**config.mk**
```make
export PLATFORM = sky130hd
export DESIGN_NAME = calendar_date_add_subtract
export DESIGN_NICKNAME = d
export VERILOG_FILES = /design/src/hw/rtl/cdas_pkg.sv /design/src/hw/rtl/calendar_date_add_subtract.sv
export SDC_FILE = /design/constraint.sdc
export NUM_CORES = 1
export LEC_CHECK = 0
export ABC_AREA = 0
export BUFFER_PORTS_ARGS = -buffer_cell sky130_fd_sc_hd__buf_4
export CORE_MARGIN = 2
export CORE_UTILIZATION = 61
export DETAILED_ROUTE_END_ITERATION = 10
export PLACE_DENSITY = 0.89
export SYNTH_ARGS = -nofsm -noshare
export SYNTH_HDL_FRONTEND = slang
export SYNTH_SLANG_ARGS = --single-unit
```
**constraint.sdc**
```tcl
create_clock -name clk -period 6.7 [get_ports clk]
set_clock_uncertainty 0.2 [all_clocks]
set_input_delay 0.67 -clock clk [delete_from_list [all_inputs] [get_ports clk]]
set_output_delay 0.67 -clock clk [all_outputs]
set_load 0.005 [all_outputs]
```
**src/hw/rtl/cdas_pkg.sv**
```systemverilog
// Shared types, constants and calendar helper functions for the date counter.
package cdas_pkg;

    localparam int DAY_W   = 5;
    localparam int MONTH_W = 4;
    localparam int YEAR_W  = 14;
    localparam int YMOD_W  = 9;     // year mod 400 residue

    localparam logic [YMOD_W-1:0]  YEARS_PER_CYCLE = 9'd400;
    localparam logic [YMOD_W-1:0]  YMOD_LAST       = 9'd399;
    localparam logic [MONTH_W-1:0] MONTH_JAN       = 4'd1;
    localparam logic [MONTH_W-1:0] MONTH_FEB       = 4'd2;
    localparam logic [MONTH_W-1:0] MONTH_DEC       = 4'd12;
    localparam logic [DAY_W-1:0]   DAYS_LONG       = 5'd31;

    typedef enum logic [1:0] {
        OP_LOAD = 2'd0,
        OP_ADD  = 2'd1,
        OP_SUB  = 2'd2,
        OP_NONE = 2'd3
    } op_t;

    // Leap test on the year's residue mod 400.
    function automatic logic leap_of(input logic [YMOD_W-1:0] r);
        return (r[1:0] == 2'b00) && (r != 9'd100) && (r != 9'd200) && (r != 9'd300);
    endfunction

    function automatic logic [DAY_W-1:0] month_len(input logic [MONTH_W-1:0] m,
                                                   input logic leap);
        logic [DAY_W-1:0] len;
        case (m)
            MONTH_FEB: len = leap ? 5'd29 : 5'd28;
            4'd4, 4'd6, 4'd9, 4'd11: len = 5'd30;
            default: len = DAYS_LONG;
        endcase
        return len;
    endfunction

endpackage

```
**src/hw/rtl/calendar_date_add_subtract.sv**
```systemverilog
// Gregorian date counter: load, add days, subtract days, one month per cycle.
//
//  channel | dir | handshake          | payload
//  --------+-----+--------------------+------------------------------------------
//  s_      | in  | s_tvalid/s_tready  | tuser: op; tdata: day, month, year, count
//  m_      | out | m_tvalid/m_tready  | tuser: error; tdata: day, month, year
//
//  Work: one shared subtractor does all the work. Add/subtract steps one
//  month at a time; load reduces the year mod 400 by the same subtractor.
//  An unused op code goes straight to the finish state.
//  Reset: date returns to 1.1.1; no clearing pass.
//  Stalls: a new word is taken while the last result waits; a finished
//  item holds in the finish state until the output register is free.
module calendar_date_add_subtract #(
    parameter int YEAR_LIMIT  = 9999,
    parameter int COUNT_WIDTH = 16
) (
    input  logic        clk,
    input  logic        rst_n,
    input  logic        s_tvalid,
    output logic        s_tready,
    input  logic [39:0] s_tdata,   // [4:0] new_day, [8:5] new_month, [22:9] new_year,
                                   // [38:23] day_count, [39] zero
    input  logic [1:0]  s_tuser,   // [1:0] op
    output logic        m_tvalid,
    input  logic        m_tready,
    output logic [23:0] m_tdata,   // [4:0] out_day, [8:5] out_month, [22:9] out_year,
                                   // [23] zero
    output logic        m_tuser    // [0] error
);
    import cdas_pkg::*;

    // Count bits actually used, and the width of the shared accumulator.
    localparam int CNT_BITS = (COUNT_WIDTH < 16) ? COUNT_WIDTH : 16;
    localparam int AW       = (CNT_BITS + 1 > YEAR_W) ? CNT_BITS + 1 : YEAR_W;

    typedef enum logic [2:0] {
        S_IDLE,
        S_MOD,
        S_ADD,
        S_SUB,
        S_FIN
    } state_t;

    state_t               state_reg;

    // Committed date and its year-mod-400 residue.
    logic [DAY_W-1:0]     cur_day_reg;
    logic [MONTH_W-1:0]   cur_month_reg;
    logic [YEAR_W-1:0]    cur_year_reg;
    logic [YMOD_W-1:0]    cur_ymod_reg;

    // Working copy during an item.
    logic [AW-1:0]        acc_reg;      // day sum (add), days left (sub), year residue (load)
    logic [DAY_W-1:0]     wday_reg;
    logic [MONTH_W-1:0]   wmonth_reg;
    logic [YEAR_W-1:0]    wyear_reg;
    logic [YMOD_W-1:0]    wymod_reg;
    logic                 commit_reg;
    logic                 err_reg;

    // Output register.
    logic                 out_valid_reg;
    logic [DAY_W-1:0]     out_day_reg;
    logic [MONTH_W-1:0]   out_month_reg;
    logic [YEAR_W-1:0]    out_year_reg;
    logic                 out_err_reg;

    // Input unpack.
    logic [DAY_W-1:0]     in_day;
    logic [MONTH_W-1:0]   in_month;
    logic [YEAR_W-1:0]    in_year;
    logic [15:0]          in_count;
    logic [AW-1:0]        in_count_ext;
    op_t                  in_op;

    assign in_day       = s_tdata[4:0];
    assign in_month     = s_tdata[8:5];
    assign in_year      = s_tdata[22:9];
    assign in_count     = s_tdata[38:23];
    assign in_count_ext = AW'(in_count[CNT_BITS-1:0]);
    assign in_op        = op_t'(s_tuser);

    // Shared subtractor.
    logic                 cur_leap;
    logic [DAY_W-1:0]     cur_mlen;
    logic [AW-1:0]        sub_a;
    logic [AW-1:0]        sub_b;
    logic [AW:0]          sub_diff;
    logic                 sub_borrow;
    logic [AW-1:0]        sub_res;
    logic                 sub_zero;

    assign cur_leap = leap_of(wymod_reg);
    assign cur_mlen = month_len(wmonth_reg, cur_leap);

    always_comb
    begin
        sub_a = acc_reg;
        case (state_reg)
            S_MOD:   sub_b = AW'(YEARS_PER_CYCLE);
            S_ADD:   sub_b = AW'(cur_mlen);
            S_SUB:   sub_b = AW'(wday_reg);
            default: sub_b = '0;
        endcase
    end

    assign sub_diff   = {1'b0, sub_a} - {1'b0, sub_b};
    assign sub_borrow = sub_diff[AW];
    assign sub_res    = sub_diff[AW-1:0];
    assign sub_zero   = (sub_res == '0);

    // Load validity, evaluated once the residue is reduced below 400.
    logic                 load_leap;
    logic                 load_ok;
    logic [DAY_W-1:0]     sub_neg_day;
    logic                 out_free;

    assign load_leap = leap_of(acc_reg[YMOD_W-1:0]);
    assign load_ok   = (wmonth_reg >= MONTH_JAN) && (wmonth_reg <= MONTH_DEC)
                    && (wyear_reg != '0) && (wyear_reg <= YEAR_W'(YEAR_LIMIT))
                    && (wday_reg != '0)
                    && (wday_reg <= month_len(wmonth_reg, load_leap));
    // day - left, when left < day: low bits of the negated difference
    assign sub_neg_day = DAY_W'(~sub_res + AW'(1));
    assign out_free    = !out_valid_reg || m_tready;

    assign s_tready = (state_reg == S_IDLE);
    assign m_tvalid = out_valid_reg;
    assign m_tdata  = {1'b0, out_year_reg, out_month_reg, out_day_reg};
    assign m_tuser  = out_err_reg;

    always_ff @(posedge clk or negedge rst_n)
    begin
        if (!rst_n)
        begin
            state_reg     <= S_IDLE;
            cur_day_reg   <= DAY_W'(1);
            cur_month_reg <= MONTH_JAN;
            cur_year_reg  <= YEAR_W'(1);
            cur_ymod_reg  <= YMOD_W'(1);
            acc_reg       <= '0;
            wday_reg      <= '0;
            wmonth_reg    <= '0;
            wyear_reg     <= '0;
            wymod_reg     <= '0;
            commit_reg    <= 1'b0;
            err_reg       <= 1'b0;
            out_valid_reg <= 1'b0;
            out_day_reg   <= '0;
            out_month_reg <= '0;
            out_year_reg  <= '0;
            out_err_reg   <= 1'b0;
        end
        else
        begin
            // a finishing item reloads the output register itself
            if (out_valid_reg && m_tready && (state_reg != S_FIN))
            begin
                out_valid_reg <= 1'b0;
            end

            case (state_reg)
                S_IDLE:
                begin
                    if (s_tvalid)
                    begin
                        commit_reg <= 1'b0;
                        err_reg    <= 1'b0;
                        wymod_reg  <= cur_ymod_reg;
                        wday_reg   <= (in_op == OP_LOAD) ? in_day : cur_day_reg;
                        wmonth_reg <= (in_op == OP_LOAD) ? in_month : cur_month_reg;
                        wyear_reg  <= (in_op == OP_LOAD) ? in_year : cur_year_reg;
                        case (in_op)
                            OP_LOAD:
                            begin
                                acc_reg    <= AW'(in_year);
                                state_reg  <= S_MOD;
                            end
                            OP_ADD:
                            begin
                                acc_reg   <= AW'(cur_day_reg) + in_count_ext;
                                state_reg <= S_ADD;
                            end
                            OP_SUB:
                            begin
                                acc_reg   <= in_count_ext;
                                state_reg <= S_SUB;
                            end
                            default:
                            begin
                                acc_reg   <= '0;
                                state_reg <= S_FIN;
                            end
                        endcase
                    end
                end

                S_MOD:
                begin
                    if (!sub_borrow)
                    begin
                        acc_reg <= sub_res;
                    end
                    else
                    begin
                        wymod_reg  <= acc_reg[YMOD_W-1:0];
                        commit_reg <= load_ok;
                        err_reg    <= !load_ok;
                        state_reg  <= S_FIN;
                    end
                end

                S_ADD:
                begin
                    if (sub_borrow || sub_zero)
                    begin
                        // day sum fits in this month
                        wday_reg   <= acc_reg[DAY_W-1:0];
                        commit_reg <= 1'b1;
                        state_reg  <= S_FIN;
                    end
                    else
                    begin
                        acc_reg <= sub_res;
                        if (wmonth_reg == MONTH_DEC)
                        begin
                            if (wyear_reg == YEAR_W'(YEAR_LIMIT))
                            begin
                                err_reg   <= 1'b1;
                                state_reg <= S_FIN;
                            end
                            else
                            begin
                                wmonth_reg <= MONTH_JAN;
                                wyear_reg  <= wyear_reg + YEAR_W'(1);
                                wymod_reg  <= (wymod_reg == YMOD_LAST) ? '0
                                                                      : wymod_reg + YMOD_W'(1);
                            end
                        end
                        else
                        begin
                            wmonth_reg <= wmonth_reg + MONTH_W'(1);
                        end
                    end
                end

                S_SUB:
                begin
                    if (sub_borrow)
                    begin
                        // fewer days left than the current day: stop here
                        wday_reg   <= sub_neg_day;
                        commit_reg <= 1'b1;
                        state_reg  <= S_FIN;
                    end
                    else
                    begin
                        acc_reg <= sub_res;
                        if (wmonth_reg <= MONTH_JAN)
                        begin
                            if (wyear_reg <= YEAR_W'(1))
                            begin
                                err_reg   <= 1'b1;
                                state_reg <= S_FIN;
                            end
                            else
                            begin
                                wmonth_reg <= MONTH_DEC;
                                wyear_reg  <= wyear_reg - YEAR_W'(1);
                                wymod_reg  <= (wymod_reg == '0) ? YMOD_LAST
                                                                : wymod_reg - YMOD_W'(1);
                                wday_reg   <= DAYS_LONG;
                            end
                        end
                        else
                        begin
                            wmonth_reg <= wmonth_reg - MONTH_W'(1);
                            wday_reg   <= month_len(wmonth_reg - MONTH_W'(1), cur_leap);
                        end
                    end
                end

                S_FIN:
                begin
                    if (out_free)
                    begin
                        if (commit_reg)
                        begin
                            cur_day_reg   <= wday_reg;
                            cur_month_reg <= wmonth_reg;
                            cur_year_reg  <= wyear_reg;
                            cur_ymod_reg  <= wymod_reg;
                            out_day_reg   <= wday_reg;
                            out_month_reg <= wmonth_reg;
                            out_year_reg  <= wyear_reg;
                        end
                        else
                        begin
                            out_day_reg   <= cur_day_reg;
                            out_month_reg <= cur_month_reg;
                            out_year_reg  <= cur_year_reg;
                        end
                        out_err_reg   <= err_reg;
                        out_valid_reg <= 1'b1;
                        state_reg     <= S_IDLE;
                    end
                end

                default:
                begin
                    state_reg <= S_IDLE;
                end
            endcase
        end
    end

    // A pending result always shows the committed date.
    assert property (@(posedge clk) disable iff (!rst_n)
        m_tvalid |-> (m_tdata[4:0] == cur_day_reg) && (m_tdata[8:5] == cur_month_reg)
                     && (m_tdata[22:9] == cur_year_reg))
        else $error("pending result differs from committed date");

    assert property (@(posedge clk) disable iff (!rst_n)
        (cur_month_reg >= MONTH_JAN) && (cur_month_reg <= MONTH_DEC) && (cur_day_reg != '0)
        && (cur_day_reg <= month_len(cur_month_reg, leap_of(cur_ymod_reg))))
        else $error("committed date out of range");

    assert property (@(posedge clk) disable iff (!rst_n)
        (cur_year_reg != '0) && (cur_year_reg <= YEAR_W'(YEAR_LIMIT))
        && (cur_ymod_reg < YEARS_PER_CYCLE))
        else $error("committed year out of range");

    assert property (@(posedge clk) disable iff (!rst_n)
        (state_reg == S_ADD || state_reg == S_SUB) |-> (wymod_reg < YEARS_PER_CYCLE))
        else $error("year residue out of range");

    assert property (@(posedge clk) disable iff (!rst_n)
        (state_reg == S_FIN && out_free) |=> m_tvalid && (state_reg == S_IDLE))
        else $error("finished item not delivered");

endmodule

```
==> impl_metrics.env, run 1 <==
export IMPL_synth_top_flop_cell="dfrtp_1"
export IMPL_wire_per_inst_um=21.3
export IMPL_postSynthAreaPerCell_um2=8.17
export IMPL_rows=42
export IMPL_clk_path_buf_depth=2
export IMPL_setup_violations=0
export IMPL_ir_drop_mv=0.247
export IMPL_power_mw=4.60
export IMPL_boundaryPins=73
export IMPL_ys_seq_area_share_pct=27.9
export IMPL_min_period_ns=5.89
export IMPL_ant_nets=0
export IMPL_arrival_ns=5.92
export IMPL_grt_pass1_vias=7820
export IMPL_tritoncts="done"
export IMPL_violations="design-rule violations"
export IMPL_antenna_found_initial=0
export IMPL_post_route_period_util_pct=87.9
export IMPL_initial_core_util_pct=62.1
export IMPL_ys_seq_elements=91
export IMPL_finalHoldViolCount=0
export IMPL_die_x_um=120
export IMPL_fillers=1033
export IMPL_wirelength_mm=25.2
export IMPL_rsz0062_at_grt="no"
export IMPL_area_growth_pct=9.54
export IMPL_min_path_type="reg2reg"
export IMPL_drive_above_1_share_pct=17.0
export IMPL_groute_usage_overall_pct=35.4
export IMPL_start_kind="flip-flop"
export IMPL_synthCells=1002
export IMPL_cellPowerDensity_nw_per_um2=513
export IMPL_fin_nets=1088
export IMPL_ys_warn_count=0
export IMPL_seqCellArea_um2=2280
export IMPL_cts_sinks=91
export IMPL_relSlewSlack_pct=18.8
export IMPL_drtPass1Iterations=11
export IMPL_clk_latency_ns=0.35
export IMPL_tightestPinTransition_ns=1.19
export IMPL_dp_cells=1169
export IMPL_path_class="reg2reg"
export IMPL_fp_coreArea_um2=13200
export IMPL_cts_resized=0
export IMPL_grt_max_degree=80
export IMPL_place_congestion=1.02
export IMPL_port_buffers=70
export IMPL_viasPerCell=6.99
export IMPL_cpMostUsedCell="nor2_1"
export IMPL_drc=6
export IMPL_synthArstFlopShare_pct=100
export IMPL_drt_initial_drc_count=1135
export IMPL_largest_register_ffs=17
export IMPL_crit_path_end_kind="flip-flop"
export IMPL_critPathRequiredTime_ns=6.73
export IMPL_die_h_um=120
export IMPL_syn_nets=1085
export IMPL_synth_edf_count=0
export IMPL_finalSetupTns_ns=0
export IMPL_cts_root_buf="clkbuf_16"
export IMPL_multi_input_area_um2=5320
export IMPL_final_cell_mix="dfrtp_1 (87), buf_4 (84), nand2_1 (81)"
export IMPL_max_stage_delay_ns=0.68
export IMPL_htreeDepth=3
export IMPL_critical_path_slowest_cell="a31oi_4"
export IMPL_netlist_area_um2=8190
export IMPL_grt_pass1_wl_mm=40.5
export IMPL_mostFrequentLayoutCell="dfrtp_1"
export IMPL_status="finished, violations left"
export IMPL_maxCapViolations=0
export IMPL_fmax_mhz=170
export IMPL_ys_types=84
export IMPL_pre_cts_slack_ns=1.03
export IMPL_antenna_cells=0
export IMPL_holdWs_ns=0.286
export IMPL_dieArea_um2=14400
export IMPL_power_leakage_nw=3.77
export IMPL_crit_chain="inv_1 -> ha_1 -> nor2_1 -> nor2_1 -> nand2_1 -> o21ai_0 -> a211oi_1 -> a21oi_1 -> nor2_1 -> ha_1 -> inv_1 -> fa_1 -> a211o_2 -> a21oi_1 -> or2_2 -> or3b_2 -> nor4_1 -> nand4_1 -> a31oi_4 -> mux2_2"
export IMPL_worstPathMaxFanout=17
export IMPL_setup_slack_ns=0.812
export IMPL_layout_cells_non_filler=1186
export IMPL_num_vias=8295
export IMPL_dp_hpwl_mm=18.0
export IMPL_cts_buffers=9
export IMPL_drv_slew=0
export IMPL_overflow=0
export IMPL_path_clk_slew_ns=0.07
## critical path: cells and delay by family, from the launching register on
family | cells | cell delay, ns
AOI/OAI and AO/OA | 6 | 1.74
adders and majority gates | 3 | 0.96
buffers and inverters | 2 | 0.26
DFF | 1 | 0.51
muxes | 1 | 0.41
and+or+nand+nor | 8 | 1.68
## metal layers
layer,part of all wire [%],GRT usage [%]
met5,0,0
met3,11,8.08
met1,38,46.3
met2,46,55.7
met4,4.7,16.5
## worst paths after layout
check / startpoint / endpoint / slack [ns] / cells after the start
max: wmonth_reg[0]$_DFFE_PN0P_ / acc_reg[7]$_DFFE_PN0P_ / 0.81 / 20
min: cur_ymod_reg[0]$_DFFE_PN1P_ / cur_ymod_reg[0]$_DFFE_PN1P_ / 0.29 / 2
max reg2reg: wmonth_reg[0]$_DFFE_PN0P_ / acc_reg[7]$_DFFE_PN0P_ / 0.81 / 20
min reg2reg: cur_ymod_reg[0]$_DFFE_PN1P_ / cur_ymod_reg[0]$_DFFE_PN1P_ / 0.29 / 2
max in group asynchronous: rst_n / wmonth_reg[1]$_DFFE_PN0P_ / 4.54 / 3
min in group asynchronous: rst_n / wymod_reg[8]$_DFFE_PN0P_ / 0.49 / 2
## final cells by class
cell class	count	share of cell area, %
Inverter	38	1.59
Sequential cell	91	25.4
Clock buffer	9	2.51
Timing Repair Buffer	85	7.14
Multi-Input combinational cell	780	59.3
Tap cell	176	2.46
Clock inverter	7	1.55
## where the power goes
part	internal [mW]	switching (mW)
Sequential	0.768	0.359
Combinational	1.12	1.72
Clock	0.402	0.227
Total	2.29	2.31
## cell families (layout without fill, tap and decap cells)
family                   count (synthesis)  after routing  synth area share [%]
AO/OA/AOI/OAI                          317            317                  26.2
multiplexers                            72             72                  9.49
adder cells (fa/ha/maj)                 37             37                  5.84
AND/OR/NAND/NOR                        323            323                  20.0
buffers and inverters                  131            139                  7.33
XOR/XNOR                                30             30                  3.21
flip-flops                              91             91                  27.9
other                                    1              1                0.0458
## per-stage QoR
step | cell area [µm²] | util [%]
floorplan | 8190 | -
global placement | 8590 | 65.2
detailed placement | 8590 | 65.2
CTS | 8970 | 68.0
global route | 8970 | 68.0
finish | 8970 | 68.0
## synth_stat cells, types with 13 or more instances
cell type | count | area, µm²
o22ai_1 | 15 | 93.8
ha_1 | 35 | 438
nand3_1 | 27 | 135
nor3_1 | 34 | 170
a211oi_1 | 14 | 105
a31oi_1 | 20 | 125
xor2_1 | 13 | 114
dfrtp_1 | 87 | 2180
a21oi_1 | 66 | 330
nor4_1 | 15 | 93.8
nand2_1 | 81 | 304
clkbuf_1 | 51 | 191
mux2i_1 | 27 | 270
xnor2_1 | 17 | 149
o211ai_1 | 15 | 113
inv_1 | 38 | 143
nor2_1 | 80 | 300
mux2_2 | 41 | 462
o21ai_0 | 79 | 395
buf_4 | 21 | 158
## what timing repair did
| action | in CTS | in global routing |
|---|---|---|
| hold buffers | 1 | 0 |
| hold endpoints to repair | 12 | 0 |
| buffers inserted | 0 | 0 |
(Power assumes the default switching activity.)
==> run 2, diff against run 1 <==
- CORE_UTILIZATION: 61 -> 63
- CTS_BUF_LIST: default -> sky130_fd_sc_hd__clkbuf_8
- PLACE_DENSITY: 0.89 -> 0.92
==> run 2 against run 1 <==
Against the previous run: the flow still finishes with violations (design-rule violations); first-iteration DRC count is 10% lower; count of clock-buffer cells in the layout rose by 1; highest routed layer unchanged; final area is 2.1% lower; core utilization grew 1.3 points; global-route usage grew 0.93 points; register-to-register slack improved by 0.03 ns; flip-flop and latch count unchanged; combinational power hardly changed; die area down 3.1%; largest power group unchanged; fmax increased by 0.44%; worst hold slack got worse by 0.27 ns.
==> impl_metrics.env, run 2 (same netlist as run 1, synthesis figures left out) <==
export IMPL_fmax_mhz=171
export IMPL_port_buffers=70
export IMPL_htreeDepth=3
export IMPL_initial_core_util_pct=64.6
export IMPL_cpMostUsedCell="nor2_1"
export IMPL_drt_initial_drc_count=1022
export IMPL_place_congestion=0.962
export IMPL_arrival_ns=5.94
export IMPL_ant_nets=0
export IMPL_antenna_cells=0
export IMPL_dp_hpwl_mm=18.0
export IMPL_boundaryPins=73
export IMPL_clk_path_buf_depth=2
export IMPL_holdWs_ns=0.0133
export IMPL_drc=1
export IMPL_setup_slack_ns=0.838
export IMPL_path_clk_slew_ns=0.10
export IMPL_mostFrequentLayoutCell="dfrtp_1"
export IMPL_fp_coreArea_um2=12700
export IMPL_maxCapViolations=0
export IMPL_grt_max_degree=59
export IMPL_final_cell_mix="dfrtp_1 (87), buf_4 (83), nand2_1 (81)"
export IMPL_tightestPinTransition_ns=1.12
export IMPL_violations="design-rule violations"
export IMPL_status="finished, violations left"
export IMPL_post_cts_buffers=0
export IMPL_cts_hold_buf=0
export IMPL_final_util_pct=69.3
export IMPL_finalHoldViolCount=0
export IMPL_path_class="reg2reg"
export IMPL_max_stage_delay_ns=0.71
export IMPL_tritoncts="done"
export IMPL_cts_buffers=9
export IMPL_layout_cells_non_filler=1180
export IMPL_ir_drop_mv=0.221
export IMPL_postPlaceCellArea_um2=8580
export IMPL_drv_slew=0
export IMPL_cp_num_buf_inv=2
export IMPL_critical_path_slowest_cell="a31oi_4"
export IMPL_overflow=0
export IMPL_wire_per_inst_um=21.5
export IMPL_finalSetupTns_ns=0
export IMPL_rsz0062_at_grt="no"
export IMPL_start_kind="flip-flop"
export IMPL_drtPass1Iterations=9
export IMPL_critPathRequiredTime_ns=6.78
export IMPL_fin_nets=1086
export IMPL_finalInstanceArea_um2=8780
export IMPL_pre_cts_slack_ns=0.974
export IMPL_die_x_um=118
export IMPL_largest_register_ffs=17
export IMPL_cts_sinks=91
export IMPL_num_vias=8335
export IMPL_power_mw=4.38
export IMPL_die_h_um=118
export IMPL_groute_usage_overall_pct=36.3
export IMPL_area_growth_pct=7.21
export IMPL_setup_violations=0
export IMPL_cp_top_family="compound AO/OA/AOI/OAI gates"
export IMPL_cellPowerDensity_nw_per_um2=499
export IMPL_grt_pass1_vias=7741
export IMPL_rows=41
export IMPL_post_route_period_util_pct=87.5
export IMPL_dp_cells=1164
export IMPL_grt_pass1_wl_mm=40.5
export IMPL_viasPerCell=7.06
export IMPL_min_period_ns=5.86
export IMPL_cts_root_buf="clkbuf_8"
export IMPL_multi_input_area_um2=5320
export IMPL_crit_chain="inv_1 -> ha_1 -> nor2_1 -> nor2_1 -> nand2_1 -> o21ai_0 -> a211oi_1 -> a21oi_1 -> nor2_1 -> ha_1 -> inv_1 -> fa_1 -> a211o_2 -> a21oi_1 -> or2_2 -> or3b_2 -> nor4_1 -> nand4_1 -> a31oi_4 -> mux2_2"
export IMPL_relSlewSlack_pct=25.2
export IMPL_antenna_found_initial=0
export IMPL_drive_above_1_share_pct=16.8
export IMPL_fillers=1049
export IMPL_wirelength_mm=25.3
export IMPL_dieArea_um2=13900
export IMPL_power_leakage_nw=3.68
export IMPL_clk_latency_ns=0.40
export IMPL_cts_resized=0
export IMPL_seqCellArea_um2=2280
export IMPL_min_path_type="in2async"
export IMPL_crit_path_end_kind="flip-flop"
export IMPL_worstPathMaxFanout=17
==> run 2: final timing paths <==
kind | startpoint | endpoint | slack, ns | cells past startpoint
max reg2reg | wmonth_reg[0]$_DFFE_PN0P_ | acc_reg[12]$_DFFE_PN0P_ | 0.84 | 20
max | wmonth_reg[0]$_DFFE_PN0P_ | acc_reg[12]$_DFFE_PN0P_ | 0.84 | 20
min | rst_n | acc_reg[1]$_DFFE_PN0P_ | 0.01 | 1
min in group clk | out_month_reg[0]$_DFFE_PN0P_ | out_month_reg[0]$_DFFE_PN0P_ | 0.30 | 2
max in group asynchronous | rst_n | wyear_reg[9]$_DFFE_PN0P_ | 5.13 | 2
min reg2reg | out_month_reg[0]$_DFFE_PN0P_ | out_month_reg[0]$_DFFE_PN0P_ | 0.30 | 2
==> run 2: cell type report <==
| cell class | instances | share of cell area, % |
|---|---|---|
| multi-input cells | 780 | 60.6 |
| well taps | 172 | 2.45 |
| clock buffers | 10 | 1.57 |
| flip-flops and latches | 91 | 26.0 |
| inverters | 38 | 1.62 |
| repair buffers | 83 | 7.10 |
| clock inverters | 6 | 0.670 |
==> run 2: metal layers <==
layer,part of all wire [%],track usage (%),up-vias
met5,0,0,-
met4,4.8,18.7,0
met3,11,7.85,107
met2,45,56.8,577
met1,39,47.3,3913
li1,-,-,3738
==> run 2: power breakdown <==
| part | total (mW) | switching [mW] | internal (mW) |
|---|---|---|---|
| Clock | 0.395 | 0.214 | 0.181 |
| Sequential | 1.11 | 0.344 | 0.767 |
| Combinational | 2.87 | 1.75 | 1.12 |
| Total | 4.38 | 2.31 | 2.07 |
